`src/design/cqs_pkg.sv`:
```
// Shared constants, command and status codes, and controller/datapath
// interface structs for the circular queue with search. No dependencies.
`default_nettype none

package cqs_pkg;

   localparam int DEPTH_DEF  = 16;
   localparam int DATA_W     = 32;
   localparam int CAPACITY_W = 5;
   localparam int FOUND_W    = 4;
   localparam int COUNT_W    = 5;
   localparam int CMD_W      = 2;
   localparam int STATUS_W   = 2;
   localparam int RSP_DATA_W = 48;

   localparam logic [CAPACITY_W-1:0] CAPACITY_RESET = 5'd16;

   localparam logic [CMD_W-1:0] CMD_INSERT = 2'd0;
   localparam logic [CMD_W-1:0] CMD_REMOVE = 2'd1;
   localparam logic [CMD_W-1:0] CMD_SEARCH = 2'd2;

   localparam logic [STATUS_W-1:0] ST_OK       = 2'd0;
   localparam logic [STATUS_W-1:0] ST_FULL     = 2'd1;
   localparam logic [STATUS_W-1:0] ST_EMPTY    = 2'd2;
   localparam logic [STATUS_W-1:0] ST_NOTFOUND = 2'd3;

   // Commands from the controller to the datapath.
   typedef struct packed {
      logic                latch_req;
      logic                write_tail;
      logic                read_head;
      logic                pop;
      logic                scan_start;
      logic                scan_next;
      logic                set_status;
      logic [STATUS_W-1:0] status_code;
      logic                found_hit;
      logic                load_rsp;
   } ctrl_cmd_type;

   // Status from the datapath to the controller.
   typedef struct packed {
      logic [CMD_W-1:0] command;
      logic             full;
      logic             empty;
      logic             match;
      logic             last;
   } dp_stat_type;

endpackage

`default_nettype wire

```
`src/design/cqs_ram.sv`:
```
// Generic single-write, single-read RAM with registered read data.
// No dependencies.
`default_nettype none

module cqs_ram #(
   parameter int WIDTH = 32,
   parameter int DEPTH = 16
) (
   input  wire logic                     clock,
   input  wire logic                     wr_en,
   input  wire logic [$clog2(DEPTH)-1:0] wr_addr,
   input  wire logic [WIDTH-1:0]         wr_data,
   input  wire logic                     rd_en,
   input  wire logic [$clog2(DEPTH)-1:0] rd_addr,
   output logic      [WIDTH-1:0]         rd_data
);

   logic [WIDTH-1:0] mem_ff [DEPTH];
   logic [WIDTH-1:0] rd_data_ff;

   always_ff @(posedge clock) begin
      if (wr_en) begin
         mem_ff[wr_addr] <= wr_data;
      end
      if (rd_en) begin
         rd_data_ff <= mem_ff[rd_addr];
      end
   end

   assign rd_data = rd_data_ff;

endmodule

`default_nettype wire

```
`src/design/cqs_ctrl.sv`:
```
// Controller state machine for the circular queue: sequences insert,
// remove and search. Depends on cqs_pkg.
`default_nettype none

module cqs_ctrl (
   input  wire logic                 clock,
   input  wire logic                 reset,
   input  wire logic                 req_tvalid,
   output logic                      req_tready,
   output logic                      rsp_tvalid,
   input  wire logic                 rsp_tready,
   input  wire cqs_pkg::dp_stat_type stat,
   output cqs_pkg::ctrl_cmd_type     cmd
);

   localparam logic [2:0] S_IDLE   = 3'd0;
   localparam logic [2:0] S_EXEC   = 3'd1;
   localparam logic [2:0] S_RDWAIT = 3'd2;
   localparam logic [2:0] S_SCAN   = 3'd3;
   localparam logic [2:0] S_DONE   = 3'd4;

   logic [2:0] state_ff, state_in;
   logic       rsp_valid_ff, rsp_valid_in;
   logic       rsp_free;

   assign rsp_free   = !rsp_valid_ff || rsp_tready;
   assign req_tready = (state_ff == S_IDLE);
   assign rsp_tvalid = rsp_valid_ff;

   always_comb begin
      state_in = state_ff;
      cmd      = '0;
      cmd.status_code = cqs_pkg::ST_OK;
      unique case (state_ff)
         S_IDLE: begin
            if (req_tvalid) begin
               cmd.latch_req = 1'b1;
               state_in      = S_EXEC;
            end
         end
         S_EXEC: begin
            cmd.set_status = 1'b1;
            state_in       = S_DONE;
            unique case (stat.command)
               cqs_pkg::CMD_INSERT: begin
                  if (stat.full) begin
                     cmd.status_code = cqs_pkg::ST_FULL;
                  end else begin
                     cmd.write_tail = 1'b1;
                  end
               end
               cqs_pkg::CMD_REMOVE: begin
                  if (stat.empty) begin
                     cmd.status_code = cqs_pkg::ST_EMPTY;
                  end else begin
                     cmd.read_head = 1'b1;
                     state_in      = S_RDWAIT;
                  end
               end
               cqs_pkg::CMD_SEARCH: begin
                  if (stat.empty) begin
                     cmd.status_code = cqs_pkg::ST_EMPTY;
                  end else begin
                     cmd.scan_start = 1'b1;
                     state_in       = S_SCAN;
                  end
               end
               default: begin
                  // Unused command code: a no-op that still reports.
                  cmd.status_code = cqs_pkg::ST_OK;
               end
            endcase
         end
         S_RDWAIT: begin
            cmd.pop  = 1'b1;
            state_in = S_DONE;
         end
         S_SCAN: begin
            priority if (stat.match) begin
               cmd.set_status  = 1'b1;
               cmd.status_code = cqs_pkg::ST_OK;
               cmd.found_hit   = 1'b1;
               state_in        = S_DONE;
            end else if (stat.last) begin
               cmd.set_status  = 1'b1;
               cmd.status_code = cqs_pkg::ST_NOTFOUND;
               state_in        = S_DONE;
            end else begin
               cmd.scan_next = 1'b1;
            end
         end
         S_DONE: begin
            if (rsp_free) begin
               cmd.load_rsp = 1'b1;
               state_in     = S_IDLE;
            end
         end
         default: begin
            state_in = S_IDLE;
         end
      endcase
   end

   always_comb begin
      rsp_valid_in = rsp_valid_ff;
      if (cmd.load_rsp) begin
         rsp_valid_in = 1'b1;
      end else if (rsp_tready) begin
         rsp_valid_in = 1'b0;
      end
   end

   always_ff @(posedge clock) begin
      if (reset) begin
         state_ff     <= S_IDLE;
         rsp_valid_ff <= 1'b0;
      end else begin
         state_ff     <= state_in;
         rsp_valid_ff <= rsp_valid_in;
      end
   end

endmodule

`default_nettype wire

```
`src/design/cqs_datapath.sv`:
```
// Datapath of the circular queue: ring pointers, count, capacity register,
// storage RAM, search walker and result register. Depends on cqs_pkg, cqs_ram.
`default_nettype none

module cqs_datapath #(
   parameter int DEPTH = cqs_pkg::DEPTH_DEF
) (
   input  wire logic                               clock,
   input  wire logic                               reset,
   input  wire logic                               csr_wr_en,
   input  wire logic [cqs_pkg::CAPACITY_W-1:0]     csr_wr_data,
   input  wire logic [cqs_pkg::DATA_W-1:0]         req_tdata,
   input  wire logic [cqs_pkg::CMD_W-1:0]          req_tuser,
   input  wire cqs_pkg::ctrl_cmd_type              cmd,
   output cqs_pkg::dp_stat_type                    stat,
   output logic      [cqs_pkg::RSP_DATA_W-1:0]     rsp_tdata,
   output logic      [cqs_pkg::STATUS_W-1:0]       rsp_tuser
);

   localparam int AW   = $clog2(DEPTH);
   localparam int CW   = $clog2(DEPTH + 1);
   localparam int CAPW = (CW > cqs_pkg::CAPACITY_W) ? CW : cqs_pkg::CAPACITY_W;
   localparam int PADW = cqs_pkg::RSP_DATA_W - cqs_pkg::DATA_W - cqs_pkg::FOUND_W
                         - cqs_pkg::COUNT_W - 2;

   function automatic logic [AW-1:0] next_idx(input logic [AW-1:0] i,
                                              input logic [CAPW-1:0] cap);
      logic [CAPW-1:0] inc;
      inc = CAPW'(i) + CAPW'(1);
      return (inc >= cap) ? '0 : AW'(inc);
   endfunction

   logic [cqs_pkg::CAPACITY_W-1:0] cap_ff, cap_in;
   logic [AW-1:0]                  head_ff, head_in;
   logic [AW-1:0]                  tail_ff, tail_in;
   logic [CW-1:0]                  count_ff, count_in;
   logic [cqs_pkg::CMD_W-1:0]      cmd_ff, cmd_in;
   logic signed [cqs_pkg::DATA_W-1:0] val_ff, val_in;
   logic [AW-1:0]                  pos_ff, pos_in;
   logic [CW-1:0]                  k_ff, k_in;
   logic [cqs_pkg::STATUS_W-1:0]   status_ff, status_in;
   logic signed [cqs_pkg::DATA_W-1:0] removed_ff, removed_in;
   logic [AW-1:0]                  found_ff, found_in;
   logic [cqs_pkg::RSP_DATA_W-1:0] rsp_data_ff, rsp_data_in;
   logic [cqs_pkg::STATUS_W-1:0]   rsp_user_ff, rsp_user_in;

   logic [CAPW-1:0]                cap_ext;
   logic [CAPW-1:0]                cap_use;
   logic [CAPW-1:0]                count_ext;
   logic                           ram_rd_en;
   logic [AW-1:0]                  ram_rd_addr;
   logic [cqs_pkg::DATA_W-1:0]     ram_rd_data;

   // Capacity in use: zero acts as one, values beyond the ring act as DEPTH.
   always_comb begin
      cap_ext = CAPW'(cap_ff);
      priority if (cap_ext == '0) begin
         cap_use = CAPW'(1);
      end else if (cap_ext > CAPW'(DEPTH)) begin
         cap_use = CAPW'(DEPTH);
      end else begin
         cap_use = cap_ext;
      end
   end

   assign count_ext = CAPW'(count_ff);

   assign stat.command = cmd_ff;
   assign stat.full    = (count_ext >= cap_use);
   assign stat.empty   = (count_ff == '0);
   assign stat.match   = (ram_rd_data == val_ff);
   assign stat.last    = ((CAPW'(k_ff) + CAPW'(1)) == count_ext);

   // The read for the next search entry is issued while the current one is compared.
   assign ram_rd_en   = cmd.read_head || cmd.scan_start || cmd.scan_next;
   assign ram_rd_addr = cmd.scan_next ? next_idx(pos_ff, cap_use) : head_ff;

   cqs_ram #(
      .WIDTH (cqs_pkg::DATA_W),
      .DEPTH (DEPTH)
   ) u_storage (
      .clock   (clock),
      .wr_en   (cmd.write_tail),
      .wr_addr (tail_ff),
      .wr_data (val_ff),
      .rd_en   (ram_rd_en),
      .rd_addr (ram_rd_addr),
      .rd_data (ram_rd_data)
   );

   always_comb begin
      cap_in   = cap_ff;
      head_in  = head_ff;
      tail_in  = tail_ff;
      count_in = count_ff;
      if (csr_wr_en) begin
         cap_in   = csr_wr_data;
         head_in  = '0;
         tail_in  = '0;
         count_in = '0;
      end else begin
         if (cmd.write_tail) begin
            tail_in  = next_idx(tail_ff, cap_use);
            count_in = count_ff + CW'(1);
         end
         if (cmd.pop) begin
            head_in  = next_idx(head_ff, cap_use);
            count_in = count_ff - CW'(1);
         end
      end
   end

   always_comb begin
      cmd_in      = cmd_ff;
      val_in      = val_ff;
      pos_in      = pos_ff;
      k_in        = k_ff;
      status_in   = status_ff;
      removed_in  = removed_ff;
      found_in    = found_ff;
      rsp_data_in = rsp_data_ff;
      rsp_user_in = rsp_user_ff;
      if (cmd.latch_req) begin
         cmd_in     = req_tuser;
         val_in     = req_tdata;
         status_in  = cqs_pkg::ST_OK;
         removed_in = '0;
         found_in   = '0;
      end
      if (cmd.set_status) begin
         status_in = cmd.status_code;
      end
      if (cmd.found_hit) begin
         found_in = pos_ff;
      end
      if (cmd.pop) begin
         removed_in = ram_rd_data;
      end
      if (cmd.scan_start) begin
         pos_in = head_ff;
         k_in   = '0;
      end else if (cmd.scan_next) begin
         pos_in = next_idx(pos_ff, cap_use);
         k_in   = k_ff + CW'(1);
      end
      if (cmd.load_rsp) begin
         rsp_data_in = {{PADW{1'b0}},
                        (count_ext == cap_use),
                        (count_ff == '0),
                        cqs_pkg::COUNT_W'(count_ff),
                        cqs_pkg::FOUND_W'(found_ff),
                        removed_ff};
         rsp_user_in = status_ff;
      end
   end

   always_ff @(posedge clock) begin
      if (reset) begin
         cap_ff   <= cqs_pkg::CAPACITY_RESET;
         head_ff  <= '0;
         tail_ff  <= '0;
         count_ff <= '0;
      end else begin
         cap_ff   <= cap_in;
         head_ff  <= head_in;
         tail_ff  <= tail_in;
         count_ff <= count_in;
      end
   end

   always_ff @(posedge clock) begin
      cmd_ff      <= cmd_in;
      val_ff      <= val_in;
      pos_ff      <= pos_in;
      k_ff        <= k_in;
      status_ff   <= status_in;
      removed_ff  <= removed_in;
      found_ff    <= found_in;
      rsp_data_ff <= rsp_data_in;
      rsp_user_ff <= rsp_user_in;
   end

   assign rsp_tdata = rsp_data_ff;
   assign rsp_tuser = rsp_user_ff;

endmodule

`default_nettype wire

```
`src/design/circular_queue_with_search.sv`:
```
// A request passes through the states EXEC and DONE, and the response is registered from DONE;
// remove adds RDWAIT, and search adds SCAN, in which it compares n (1..count) entries from the
// head (none on an empty queue); the search reads one entry per cycle through one RAM read port.
// DONE waits while an earlier result is unread. One command is in flight at a time,
// and the next request is taken the cycle after the previous result enters the output
// register, even while that result is unread. Reset empties the queue, capacity is 16.
`default_nettype none

module circular_queue_with_search #(
   parameter int DEPTH = cqs_pkg::DEPTH_DEF
) (
   input  wire logic                               clock,
   input  wire logic                               reset,
   input  wire logic                               csr_wr_en,
   input  wire logic [cqs_pkg::CAPACITY_W-1:0]     csr_wr_data, // capacity
   input  wire logic                               req_tvalid,
   output logic                                    req_tready,
   input  wire logic [cqs_pkg::DATA_W-1:0]         req_tdata,   // data_value
   input  wire logic [cqs_pkg::CMD_W-1:0]          req_tuser,   // command
   output logic                                    rsp_tvalid,
   input  wire logic                               rsp_tready,
   // removed_value[31:0], found_index[35:32], entry_count[40:36],
   // is_empty[41], is_full[42], zero[47:43]
   output logic      [cqs_pkg::RSP_DATA_W-1:0]     rsp_tdata,
   output logic      [cqs_pkg::STATUS_W-1:0]       rsp_tuser    // status
);

   cqs_pkg::ctrl_cmd_type cmd;
   cqs_pkg::dp_stat_type  stat;

   cqs_ctrl u_ctrl (
      .clock      (clock),
      .reset      (reset),
      .req_tvalid (req_tvalid),
      .req_tready (req_tready),
      .rsp_tvalid (rsp_tvalid),
      .rsp_tready (rsp_tready),
      .stat       (stat),
      .cmd        (cmd)
   );

   cqs_datapath #(
      .DEPTH (DEPTH)
   ) u_datapath (
      .clock       (clock),
      .reset       (reset),
      .csr_wr_en   (csr_wr_en),
      .csr_wr_data (csr_wr_data),
      .req_tdata   (req_tdata),
      .req_tuser   (req_tuser),
      .cmd         (cmd),
      .stat        (stat),
      .rsp_tdata   (rsp_tdata),
      .rsp_tuser   (rsp_tuser)
   );

endmodule

`default_nettype wire

```
`config.mk`:
```
export PLATFORM = sky130hd
export DESIGN_NAME = circular_queue_with_search
export DESIGN_NICKNAME = d
export VERILOG_FILES = /design/src/design/cqs_pkg.sv /design/src/design/cqs_ram.sv /design/src/design/cqs_ctrl.sv /design/src/design/cqs_datapath.sv /design/src/design/circular_queue_with_search.sv
export SDC_FILE = /design/constraint.sdc
export NUM_CORES = 1
export LEC_CHECK = 0
export BUFFER_PORTS_ARGS = -buffer_cell sky130_fd_sc_hd__buf_2
export CAP_MARGIN = 20
export CELL_PAD_IN_SITES_DETAIL_PLACEMENT = 1
export CELL_PAD_IN_SITES_GLOBAL_PLACEMENT = 2
export CORE_MARGIN = 1.5
export CORE_UTILIZATION = 40
export DETAILED_ROUTE_END_ITERATION = 6
export GPL_TIMING_DRIVEN = 0
export PLACE_DENSITY_LB_ADDON = 0.1
export SLEW_MARGIN = 10
export SYNTH_ARGS = -nofsm -noshare
export SYNTH_HDL_FRONTEND = slang
export SYNTH_SLANG_ARGS = --single-unit
```
`constraint.sdc`:
```
create_clock -name clock -period 4.15 [get_ports clock]
set_input_delay 0.6225 -clock clock [delete_from_list [all_inputs] [get_ports clock]]
set_output_delay 0.6225 -clock clock [all_outputs]
set_load 0.05 [all_outputs]
```
==> results.json, run 1 <==
{
  "cp-end-kind": "register",
  "drv_slew": 0,
  "clockBufferDepth": 3,
  "hp-class": "in2reg",
  "fmax_mhz": 249,
  "syn_inst": 2268,
  "skew_ps": 36.6,
  "r2r_cells": 12,
  "use_met3_pct": 3.47,
  "cpPeakStageDelay_ps": 500,
  "cts_tree": "done",
  "yosys.area.top_type": "edfxtp_1",
  "final-setup-viol-count": 0,
  "p_int_mw": 11.7,
  "viasPerCell": 5.83,
  "dieArea_sq_um": 76100,
  "period_share_pct": 97.0,
  "synth_enable_flop_cells": 665,
  "postRouteAntennaNets": 0,
  "insertion_delay_ps": 640,
  "synthFlopType": "edfxtp_1",
  "whs_path_depth": 1,
  "gp_congestion": 0.859,
  "fin_total_pwr_mw": 15.2,
  "slowest_stage": "or4_1",
  "power.switching_mw": 3.45,
  "combPwrFrac_pct": 4.1,
  "grt_overflow_total": 0,
  "synth.area.top_cells": "edfxtp_1 67%, a21oi_1 4.5%, mux2i_1 3.6%",
  "yosys_warnings": 0,
  "total_leakage_power_nw": 11.8,
  "multi_input_area_sq_um": 8820,
  "maxCapViolations": 0,
  "path_depth": 12,
  "hold_viol": 0,
  "drive_above_1_share_pct": 16.1,
  "finalInstanceArea_sq_um": 35500,
  "ys_seq_elements": 692,
  "postCtsHoldBufs": 0,
  "worst_r2r_endpoint": "u_datapath.u_storage.rd_data[30]",
  "yosysSeqAreaShare_pct": 68.9,
  "status": "finished, final reports clean",
  "die_h_um": 276,
  "worstMarginPinSlew_ps": 1020,
  "synth_commonest_cells": "665 x edfxtp_1, 270 x a21oi_1, 259 x nand2_1, 127 x clkbuf_1",
  "cts.clk_slew.worst_paths_ps": 60,
  "coreArea_sq_um": 73300,
  "cpLargestDelayFamily": "buffers and inverters",
  "grt_pass1_wl_um": 147000,
  "instances_no_fill": 3549,
  "antenna_found_initial": 0,
  "place_area_sq_um": 32200,
  "r2r_slack_ps": 130,
  "area_growth_pct": 19.2,
  "port_buffers": 88,
  "min_period_ps": 4020,
  "yosysTopAreaCellShare_pct": 67.1,
  "hpwl_um": 69500,
  "wl_um": 102000,
  "clock-sinks": 692,
  "finalNetCount": 2603,
  "grt_max_degree": 32,
  "p_seq_share_pct": 51.6,
  "sw_frac_of_total_pct": 22.8,
  "critPathBufInv": 4,
  "die_w_um": 276,
  "path_common_cell": "buf_2",
  "post-route-drc-count": 0,
  "rows": 99,
  "path_class": "reg2reg",
  "grt_pass1_vias": 21500,
  "rsz0062_at_grt": "yes",
  "r2r_start": "u_datapath.val_ff[6]",
  "synth.most_common_cell": "edfxtp_1",
  "use_met1_pct": 37.4,
  "start_kind": "register",
  "dpl.cell_count": 3347,
  "p_clk_share_pct": 44.3,
  "htreeDepth": 3,
  "cts_buffers": 78,
  "ioPinCount": 96,
  "initial_core_util_pct": 40.6,
  "slew_headroom_pct": 32.0,
  "fillers": 7475,
  "ys_types": 56,
  "grt_use_total_pct": 27.0,
  "avgSynthCellArea_sq_um": 13.1,
  "fin_tns_setup_ps": 0,
  "cp.required_ps": 4510,
  "vias": 20700,
  "p_per_area_nw_per_um2": 428,
  "synthArstFlopShare_pct": 0,
  "synth_area_sq_um": 29800,
  "ir_worst_vdd_v": 0.000338,
  "hold_end": "u_datapath.val_ff[6]",
  "drt_iter0_markers": 1813,
  "min_from": "req_tdata[6]",
  "busiest_layer": "met2",
  "seq_area_sq_um": 20500,
  "dr.pass1.iters": 5,
  "cp.arrival_ps": 4390,
  "root_buffer": "clkbuf_16",
  "avgRoutedWirePerCell_um": 28.8,
  "use_met2_pct": 43.7,
  "crit_chain": "xor2_1 -> nor4_1 -> nand4_1 -> buf_4 -> o211a_1 -> buf_6 -> buf_2 -> buf_2 -> a21oi_1 -> o211ai_1 -> o2111ai_2 -> or4_1",
  "crit_fanout": 11
}
registers in the layout (all words and copies together), names as in the netlist, 3 cells and up:
register	flops
u_datapath.cap_ext	5
u_datapath.head_ff	4
u_ctrl.state_ff	3
u_datapath.val_ff	32
u_datapath.found_ff	4
u_datapath.removed_ff	32
u_datapath.tail_ff	4
u_datapath.pos_ff	4
u_datapath.u_storage.rd_data	32
u_datapath.rsp_tdata	43
u_datapath.k_ff	5
u_datapath.count_ext	5
u_datapath.u_storage.mem_ff	512
how the worst max path moves through the flow:
stage                     slack (ps)                  start                                end
after detailed placement       -1560  u_datapath.val_ff[23]    u_datapath.u_storage.rd_data[3]
after CTS                          2   u_datapath.pos_ff[1]    u_datapath.u_storage.rd_data[3]
final                            130   u_datapath.val_ff[6]   u_datapath.u_storage.rd_data[30]
after global routing             -10   u_datapath.pos_ff[0]    u_datapath.u_storage.rd_data[9]
after floorplan                  440  u_datapath.cap_ext[4]  u_datapath.u_storage.mem_ff[4][0]
after global placement         -3610  u_datapath.val_ff[15]   u_datapath.u_storage.rd_data[13]
cell families (layout without fill, tap and decap cells):
| kind of cell | count (synthesis) | count (layout) | synth area share [%] |
|---|---|---|---|
| adders and majority gates | 33 | 33 | 1.40 |
| buffers and inverters | 178 | 493 | 2.63 |
| and+or+nand+nor | 633 | 633 | 10.5 |
| AOI/OAI and AO/OA | 568 | 568 | 11.2 |
| muxes | 111 | 112 | 3.80 |
| xor gates and xnor gates | 52 | 52 | 1.53 |
| other | 1 | 7 | 0.0126 |
| DFF | 692 | 692 | 68.9 |
layout by cell type (no fill, tap or decap), types with 31 or more instances in the layout:
cell       netlist  layout
edfxtp_1       665     665
a21oi_1        270     270
nand2_1        259     258
nand2b_1       106     105
clkbuf_1       127     104
nand3_1        104     104
buf_2           13     103
o21ai_0        105     103
o211ai_1       100     100
mux2i_1        106      98
clkbuf_16        0      79
buf_4            8      68
xor2_1          41      40
and2_1          35      35
o22ai_1         32      32
or4_1           32      32
ha_1            31      31
through the flow:
stage / hold WS, ps / utilization (%) / setup WS (ps)
after floorplan: 400 / - / 439
after global placement: 402 / 42.9 / -3610
final: 149 / 48.4 / 126
after global routing: 128 / 48.4 / -13.9
after CTS: 118 / 48.1 / 2.45
after detailed placement: 406 / 43.9 / -1560
power groups by stage:
| stage | clock (mW) | sequential [mW] | combinational [mW] |
|---|---|---|---|
| global route | 7.07 | 7.84 | 0.655 |
| floorplan | 0 | 8.07 | 0.178 |
| CTS | 6.84 | 7.83 | 0.613 |
| finish | 6.72 | 7.83 | 0.615 |
| global placement | 0 | 8.10 | 0.401 |
| detailed placement | 0 | 8.10 | 0.426 |
per-layer routing:
| layer | wire length (um) | vias up |
|---|---|---|
| met1 | 44300 | 10700 |
| met2 | 48300 | 736 |
| met5 | 0 | - |
| met4 | 3890 | 0 |
| met3 | 5680 | 170 |
| li1 | - | 9073 |
final cells by class:
type / instances / area share [%]
tap: 959 / 3.38
buffer: 164 / 2.46
timing repair buffer: 174 / 4.33
clock inverter: 47 / 1.24
clock buffer: 94 / 5.73
sequential: 692 / 57.8
antenna: 2 / 0.0141
multi-input combinational: 1403 / 24.9
inverter: 14 / 0.148
what timing repair did:
item                       in CTS  in global routing
setup buffers                  50                  8
pin swaps                       5                  5
setup endpoints to repair      73                 67
resized for setup              70                 66
cloned                          0                  1
(Power assumes the default switching activity.)
==> inputs of run 2 (changes only) <==
- CORE_UTILIZATION: 40 -> 44
- SYNTH_HIERARCHICAL: not set -> 1
==> run 2 against run 1 <==
Against the previous run:
- fmax is 0.49% lower
- core utilization is 4.8 points higher
- via count fell by 34%
- hold slack improved by 40 ps
- critical endpoint is now u_datapath/u_storage/rd_data[1]
- largest power group unchanged
- highest routed layer unchanged
==> results.json, run 2 <==
{
  "status": "finished, final reports clean",
  "viasPerCell": 5.63,
  "synth.most_common_cell": "edfxtp_1",
  "yosysTopAreaCellShare_pct": 74.7,
  "vias": 13700,
  "drive_above_1_share_pct": 31.2,
  "final_cell_mix": "665 x edfxtp_1, 128 x mux4_2, 94 x buf_2",
  "synth_compound_area_share_pct": 3.13,
  "fin_tns_setup_ps": 0,
  "finalNetCount": 1655,
  "insertion_delay_ps": 610,
  "dieArea_sq_um": 62200,
  "start_kind": "register",
  "sw_frac_of_total_pct": 20.7,
  "synth_commonest_cells": "665 x edfxtp_1, 128 x mux4_2, 64 x a22oi_1, 55 x nand2_1, 46 x nor2_1",
  "largest_register_ffs": 512,
  "cts_buffers": 75,
  "n_antenna_cell": 0,
  "avgSynthCellArea_sq_um": 20.0,
  "top_register": "u_datapath/u_storage/mem_ff",
  "clockBufferDepth": 3,
  "min_period_ps": 4040,
  "p_clk_share_pct": 43.2,
  "grt_use_total_pct": 22.1,
  "synth_simple_gate_area_share_pct": 4.35,
  "final-setup-viol-count": 0,
  "synth_top_family_by_area": "multiplexers",
  "gp_congestion": 0.764,
  "hold_viol": 0,
  "drt_iter0_markers": 1187,
  "p_int_mw": 11.4,
  "period_share_pct": 97.4,
  "postRouteAntennaNets": 0,
  "synth-adder-area-share_pct": 1.45,
  "path_class": "reg2reg",
  "ys_types": 59,
  "port_buffers": 89,
  "yosys_warnings": 6,
  "combPwrFrac_pct": 2.5,
  "cts.clk_slew.worst_paths_ps": 60,
  "p_per_area_nw_per_um2": 448,
  "fmax_mhz": 247,
  "p_seq_share_pct": 54.3,
  "wl_um": 67600,
  "syn_inst": 1334,
  "maxCapViolations": 0,
  "synth_area_sq_um": 26700,
  "postCtsHoldBufs": 0,
  "cpLargestDelayFamily": "simple AND/OR/NAND/NOR gates",
  "place_ws_ps": -1430,
  "r2r_start": "u_datapath/val_ff[6]",
  "final_common_cell": "edfxtp_1",
  "yosys.area.top_type": "edfxtp_1",
  "grt_pass1_vias": 14500,
  "grt_overflow_total": 0,
  "critPathBufInv": 4,
  "cp-end-kind": "register",
  "synth.area.mux_share_pct": 11.1,
  "ys_seq_elements": 692,
  "crit_chain": "xor2_4 -> nor4_4 -> nand4_1 -> nor2_4 -> nor2_2 -> nand3_1 -> inv_2 -> or3b_2 -> o22ai_4 -> buf_12 -> buf_8 -> buf_6 -> mux4_2 -> a22oi_1 -> nand2_1",
  "worstMarginPinSlew_ps": 1090,
  "yosysSeqAreaShare_pct": 76.8,
  "slew_headroom_pct": 27.2,
  "post-route-drc-count": 0,
  "skew_ps": 15.2,
  "initial_core_util_pct": 44.4,
  "die_h_um": 249,
  "final_core_util_pct": 53.2,
  "finalInstanceArea_sq_um": 32000,
  "cts_tree": "done",
  "power.switching_mw": 2.97,
  "clock-sinks": 692,
  "grt_max_degree": 46,
  "coreArea_sq_um": 60100,
  "htreeDepth": 3,
  "min_from": "req_tdata[16]",
  "ir_worst_vdd_v": 0.000357,
  "hpwl_um": 42100,
  "total_leakage_power_nw": 10.5,
  "grt_pass1_wl_um": 98700,
  "antenna_found_initial": 0,
  "synth-xor-area-share_pct": 1.70,
  "place_area_sq_um": 28800,
  "root_buffer": "clkbuf_16",
  "slowest_stage": "mux4_2",
  "crit_fanout": 10,
  "synth.area.top_cells": "edfxtp_1 75%, mux4_2 11%, dfxtp_1 2.0%",
  "dr.pass1.iters": 7,
  "synth_enable_flop_cells": 665,
  "cpPeakStageDelay_ps": 540,
  "synthArstFlopShare_pct": 0,
  "area_growth_pct": 19.7,
  "cp.required_ps": 4500,
  "rows": 90,
  "worstSetupStartpoint": "u_datapath/val_ff[6]",
  "synthFlopType": "edfxtp_1",
  "drv_slew": 0,
  "worst_slack_ps": 106,
  "die_w_um": 249,
  "cp.arrival_ps": 4390,
  "avgRoutedWirePerCell_um": 27.9,
  "hp-class": "in2reg",
  "ioPinCount": 96
}
[run 2: metrics by stage]
step                instances  power (mW)  hold slack, ps
finish                   2425        14.3             189
global route             2425        14.8             170
CTS                      2409        14.5             151
detailed placement       2233        8.24             406
global placement         2209        8.22             401
floorplan                1338        8.09             400
[run 2: final timing paths]
path / end / slack (ps) / cells past startpoint
setup reg to reg: u_datapath/u_storage/rd_data[1] / 110 / 15
hold reg to reg: u_datapath/rsp_tdata[2] / 420 / 0
hold / removal: u_datapath/val_ff[16] / 190 / 1
setup / recovery: u_datapath/u_storage/rd_data[1] / 110 / 15
[run 2: layout make-up]
type | instances | area (sq um)
plain buffers | 59 | 526
clock buffers | 97 | 2030
clock inverters | 39 | 231
fillers | 5420 | 28200
inverters | 21 | 78.8
multi-input cells | 565 | 6180
flip-flops and latches | 692 | 20500
well taps | 782 | 978
repair buffers | 170 | 1440
[run 2: cells by family after synthesis]
group | after synthesis
compound gates | 118
xor+xnor | 52
fa+ha+maj | 31
buf+inv | 81
flops | 692
mux | 136
other cells | 1
simple gates | 223
[run 2: repair_timing]
item,CTS,global route
buffers inserted,39,16
pin swaps,6,10
resized for setup,69,64
setup endpoints to repair,242,124
hold endpoints to repair,0,0
cloned,1,1
[run 2: worst reg2reg max path, cell delays in order (launching register included)]
cell and delay [ps]:
edfxtp_1 520, xor2_4 330, nor4_4 110, nand4_1 200
nor2_4 90, nor2_2 180, nand3_1 160, inv_2 120
or3b_2 500, o22ai_4 170, buf_12 150, buf_8 190
buf_6 260, mux4_2 550, a22oi_1 190, nand2_1 80
[run 2: layer usage]
metal  share of wire, %  global-route usage (%)  up-vias
li1                   -                       -     5889
met1                 43                    29.8     7335
met2                 51                    37.7      333
met3                4.6                    3.12       95
met4                2.1                    6.27        0
met5                  0                       0        -
[run 2: power by group through the flow]
stage | Clock, mW | Combinational [mW] | Sequential [mW]
4_1_cts | 6.34 | 0.352 | 7.79
2_1_floorplan | 0 | 0.114 | 7.97
3_3_place_gp | 0 | 0.231 | 7.98
5_1_grt | 6.58 | 0.390 | 7.78
3_5_place_dp | 0 | 0.241 | 8.00
6_report | 6.19 | 0.360 | 7.78
==> inputs of run 3 (changes only) <==
- CORE_ASPECT_RATIO: not set -> 0.5
==> run 3 against run 2 <==
Against the previous run:
- sequential share of layout area grew 0.23 points
- sequential power about the same
- first-iteration DRC count shrank 2.6%
- combinational power about the same
- routed wire length rose by 2.4%
==> results.json, run 3 (synthesis gave the netlist of run 2 again) <==
{
  "worstMarginPinSlew_ps": 847,
  "area_growth_pct": 19.3,
  "grt_overflow_total": 0,
  "drt_iter0_markers": 1156,
  "place_ws_ps": -1830,
  "final_cell_mix": "665 x edfxtp_1, 128 x mux4_2, 94 x buf_2",
  "die_w_um": 351,
  "cpPeakStageDelay_ps": 510,
  "p_seq_share_pct": 57.6,
  "fmax_mhz": 246,
  "combPwrFrac_pct": 2.7,
  "avgRoutedWirePerCell_um": 28.3,
  "coreArea_sq_um": 59600,
  "largest_register_ffs": 512,
  "hpwl_um": 43600,
  "cpLargestDelayFamily": "simple AND/OR/NAND/NOR gates",
  "ir_worst_vdd_v": 0.000329,
  "p_per_area_nw_per_um2": 424,
  "slew_headroom_pct": 43.5,
  "cp-end-kind": "register",
  "ioPinCount": 96,
  "grt_max_degree": 46,
  "cts_buffers": 61,
  "cts_tree": "done",
  "finalNetCount": 1651,
  "maxCapViolations": 0,
  "dieArea_sq_um": 62300,
  "final-setup-viol-count": 0,
  "period_share_pct": 97.9,
  "clock-sinks": 692,
  "postCtsHoldBufs": 0,
  "antenna_found_initial": 0,
  "htreeDepth": 2,
  "postRouteAntennaNets": 0,
  "final_common_cell": "edfxtp_1",
  "grt_pass1_vias": 14200,
  "worst_slack_ps": 86.9,
  "rows": 63,
  "finalInstanceArea_sq_um": 31900,
  "sw_frac_of_total_pct": 21.2,
  "place_area_sq_um": 28800,
  "total_leakage_power_nw": 10.4,
  "die_h_um": 177,
  "path_common_cell": "buf_12",
  "fin_total_pwr_mw": 13.5,
  "grt_use_total_pct": 22.5,
  "top_register": "u_datapath/u_storage/mem_ff",
  "insertion_delay_ps": 650,
  "hold_viol": 0,
  "drv_slew": 0,
  "path_depth": 15,
  "grt_pass1_wl_um": 98500,
  "critPathBufInv": 4,
  "hp-class": "in2reg",
  "cts.clk_slew.worst_paths_ps": 70,
  "crit_fanout": 10,
  "min_period_ps": 4060,
  "vias": 13700,
  "crit_chain": "xor2_1 -> nor4_4 -> nand4_1 -> nor2_4 -> nor2_2 -> nand3_2 -> inv_4 -> or3b_2 -> o22ai_4 -> buf_12 -> buf_12 -> buf_12 -> mux4_2 -> a22oi_1 -> nand2_1",
  "start_kind": "register",
  "n_antenna_cell": 0,
  "status": "finished, final reports clean",
  "dr.pass1.iters": 5,
  "power.switching_mw": 2.86,
  "path_class": "reg2reg",
  "cp.required_ps": 4510,
  "drive_above_1_share_pct": 31.7,
  "fin_tns_setup_ps": 0,
  "whs_path_depth": 1,
  "port_buffers": 89,
  "cp.arrival_ps": 4420,
  "wl_um": 69200,
  "root_buffer": "clkbuf_16",
  "skew_ps": 34.6,
  "viasPerCell": 5.62,
  "slowest_stage": "mux4_2",
  "p_clk_share_pct": 39.8,
  "clockBufferDepth": 3,
  "p_int_mw": 10.6,
  "post-route-drc-count": 0,
  "gp_congestion": 0.764,
  "fin_hold_ws_ps": 151,
  "initial_core_util_pct": 44.8,
  "r2r_cells": 15,
  "rsz0062_at_grt": "yes"
}
run 3: per-layer routing:
| layer | global-route usage (%) | wire length [um] | share of wire [%] | vias to the layer above |
|---|---|---|---|---|
| met2 | 35.2 | 32400 | 47 | 393 |
| met5 | 0 | 0 | 0 | - |
| li1 | - | - | - | 5871 |
| met1 | 33.8 | 32000 | 46 | 7388 |
| met3 | 3.59 | 3930 | 5.7 | 78 |
| met4 | 3.90 | 883 | 1.3 | 0 |
run 3: power by group through the flow:
stage          sequential [mW]  combinational [mW]  clock (mW)
2_1_floorplan             7.97               0.114           0
3_3_place_gp              7.98               0.228           0
3_5_place_dp              7.99               0.239           0
4_1_cts                   7.77               0.349        5.48
5_1_grt                   7.78               0.392        5.73
6_report                  7.77               0.362        5.37
run 3: path summary, 6_finish.rpt:
kind                                                start                              end  slack, ps
worst max-delay path                u_datapath/val_ff[10]  u_datapath/u_storage/rd_data[1]         90
worst min-delay path                        req_tdata[11]            u_datapath/val_ff[11]        150
worst max register to register      u_datapath/val_ff[10]  u_datapath/u_storage/rd_data[1]         90
worst min register to register  u_datapath/removed_ff[19]         u_datapath/rsp_tdata[19]        410
run 3: stage by stage:
step                      utilization, %  std cells
after floorplan                        -       1338
after global routing                53.5       2442
after CTS                           52.7       2425
final                               53.5       2442
after detailed placement            48.4       2264
after global placement              47.3       2239
run 3: what timing repair did:
item / in CTS / in global routing
pin swaps: 16 / 5
gates resized for setup: 89 / 54
hold endpoints to repair: 0 / 0
setup endpoints to repair: 548 / 157
cloned: 0 / 2
buffers inserted: 48 / 16
run 3: area by class of cell:
| type | instances | area [sq um] |
|---|---|---|
| Clock inverter | 34 | 213 |
| Sequential cell | 692 | 20500 |
| Inverter | 21 | 83.8 |
| Multi-Input combinational cell | 565 | 6240 |
| Tap cell | 812 | 1020 |
| Clock buffer | 79 | 1620 |
| Fill cell | 5417 | 27700 |
| Timing Repair Buffer | 181 | 1670 |
| Buffer | 58 | 513 |
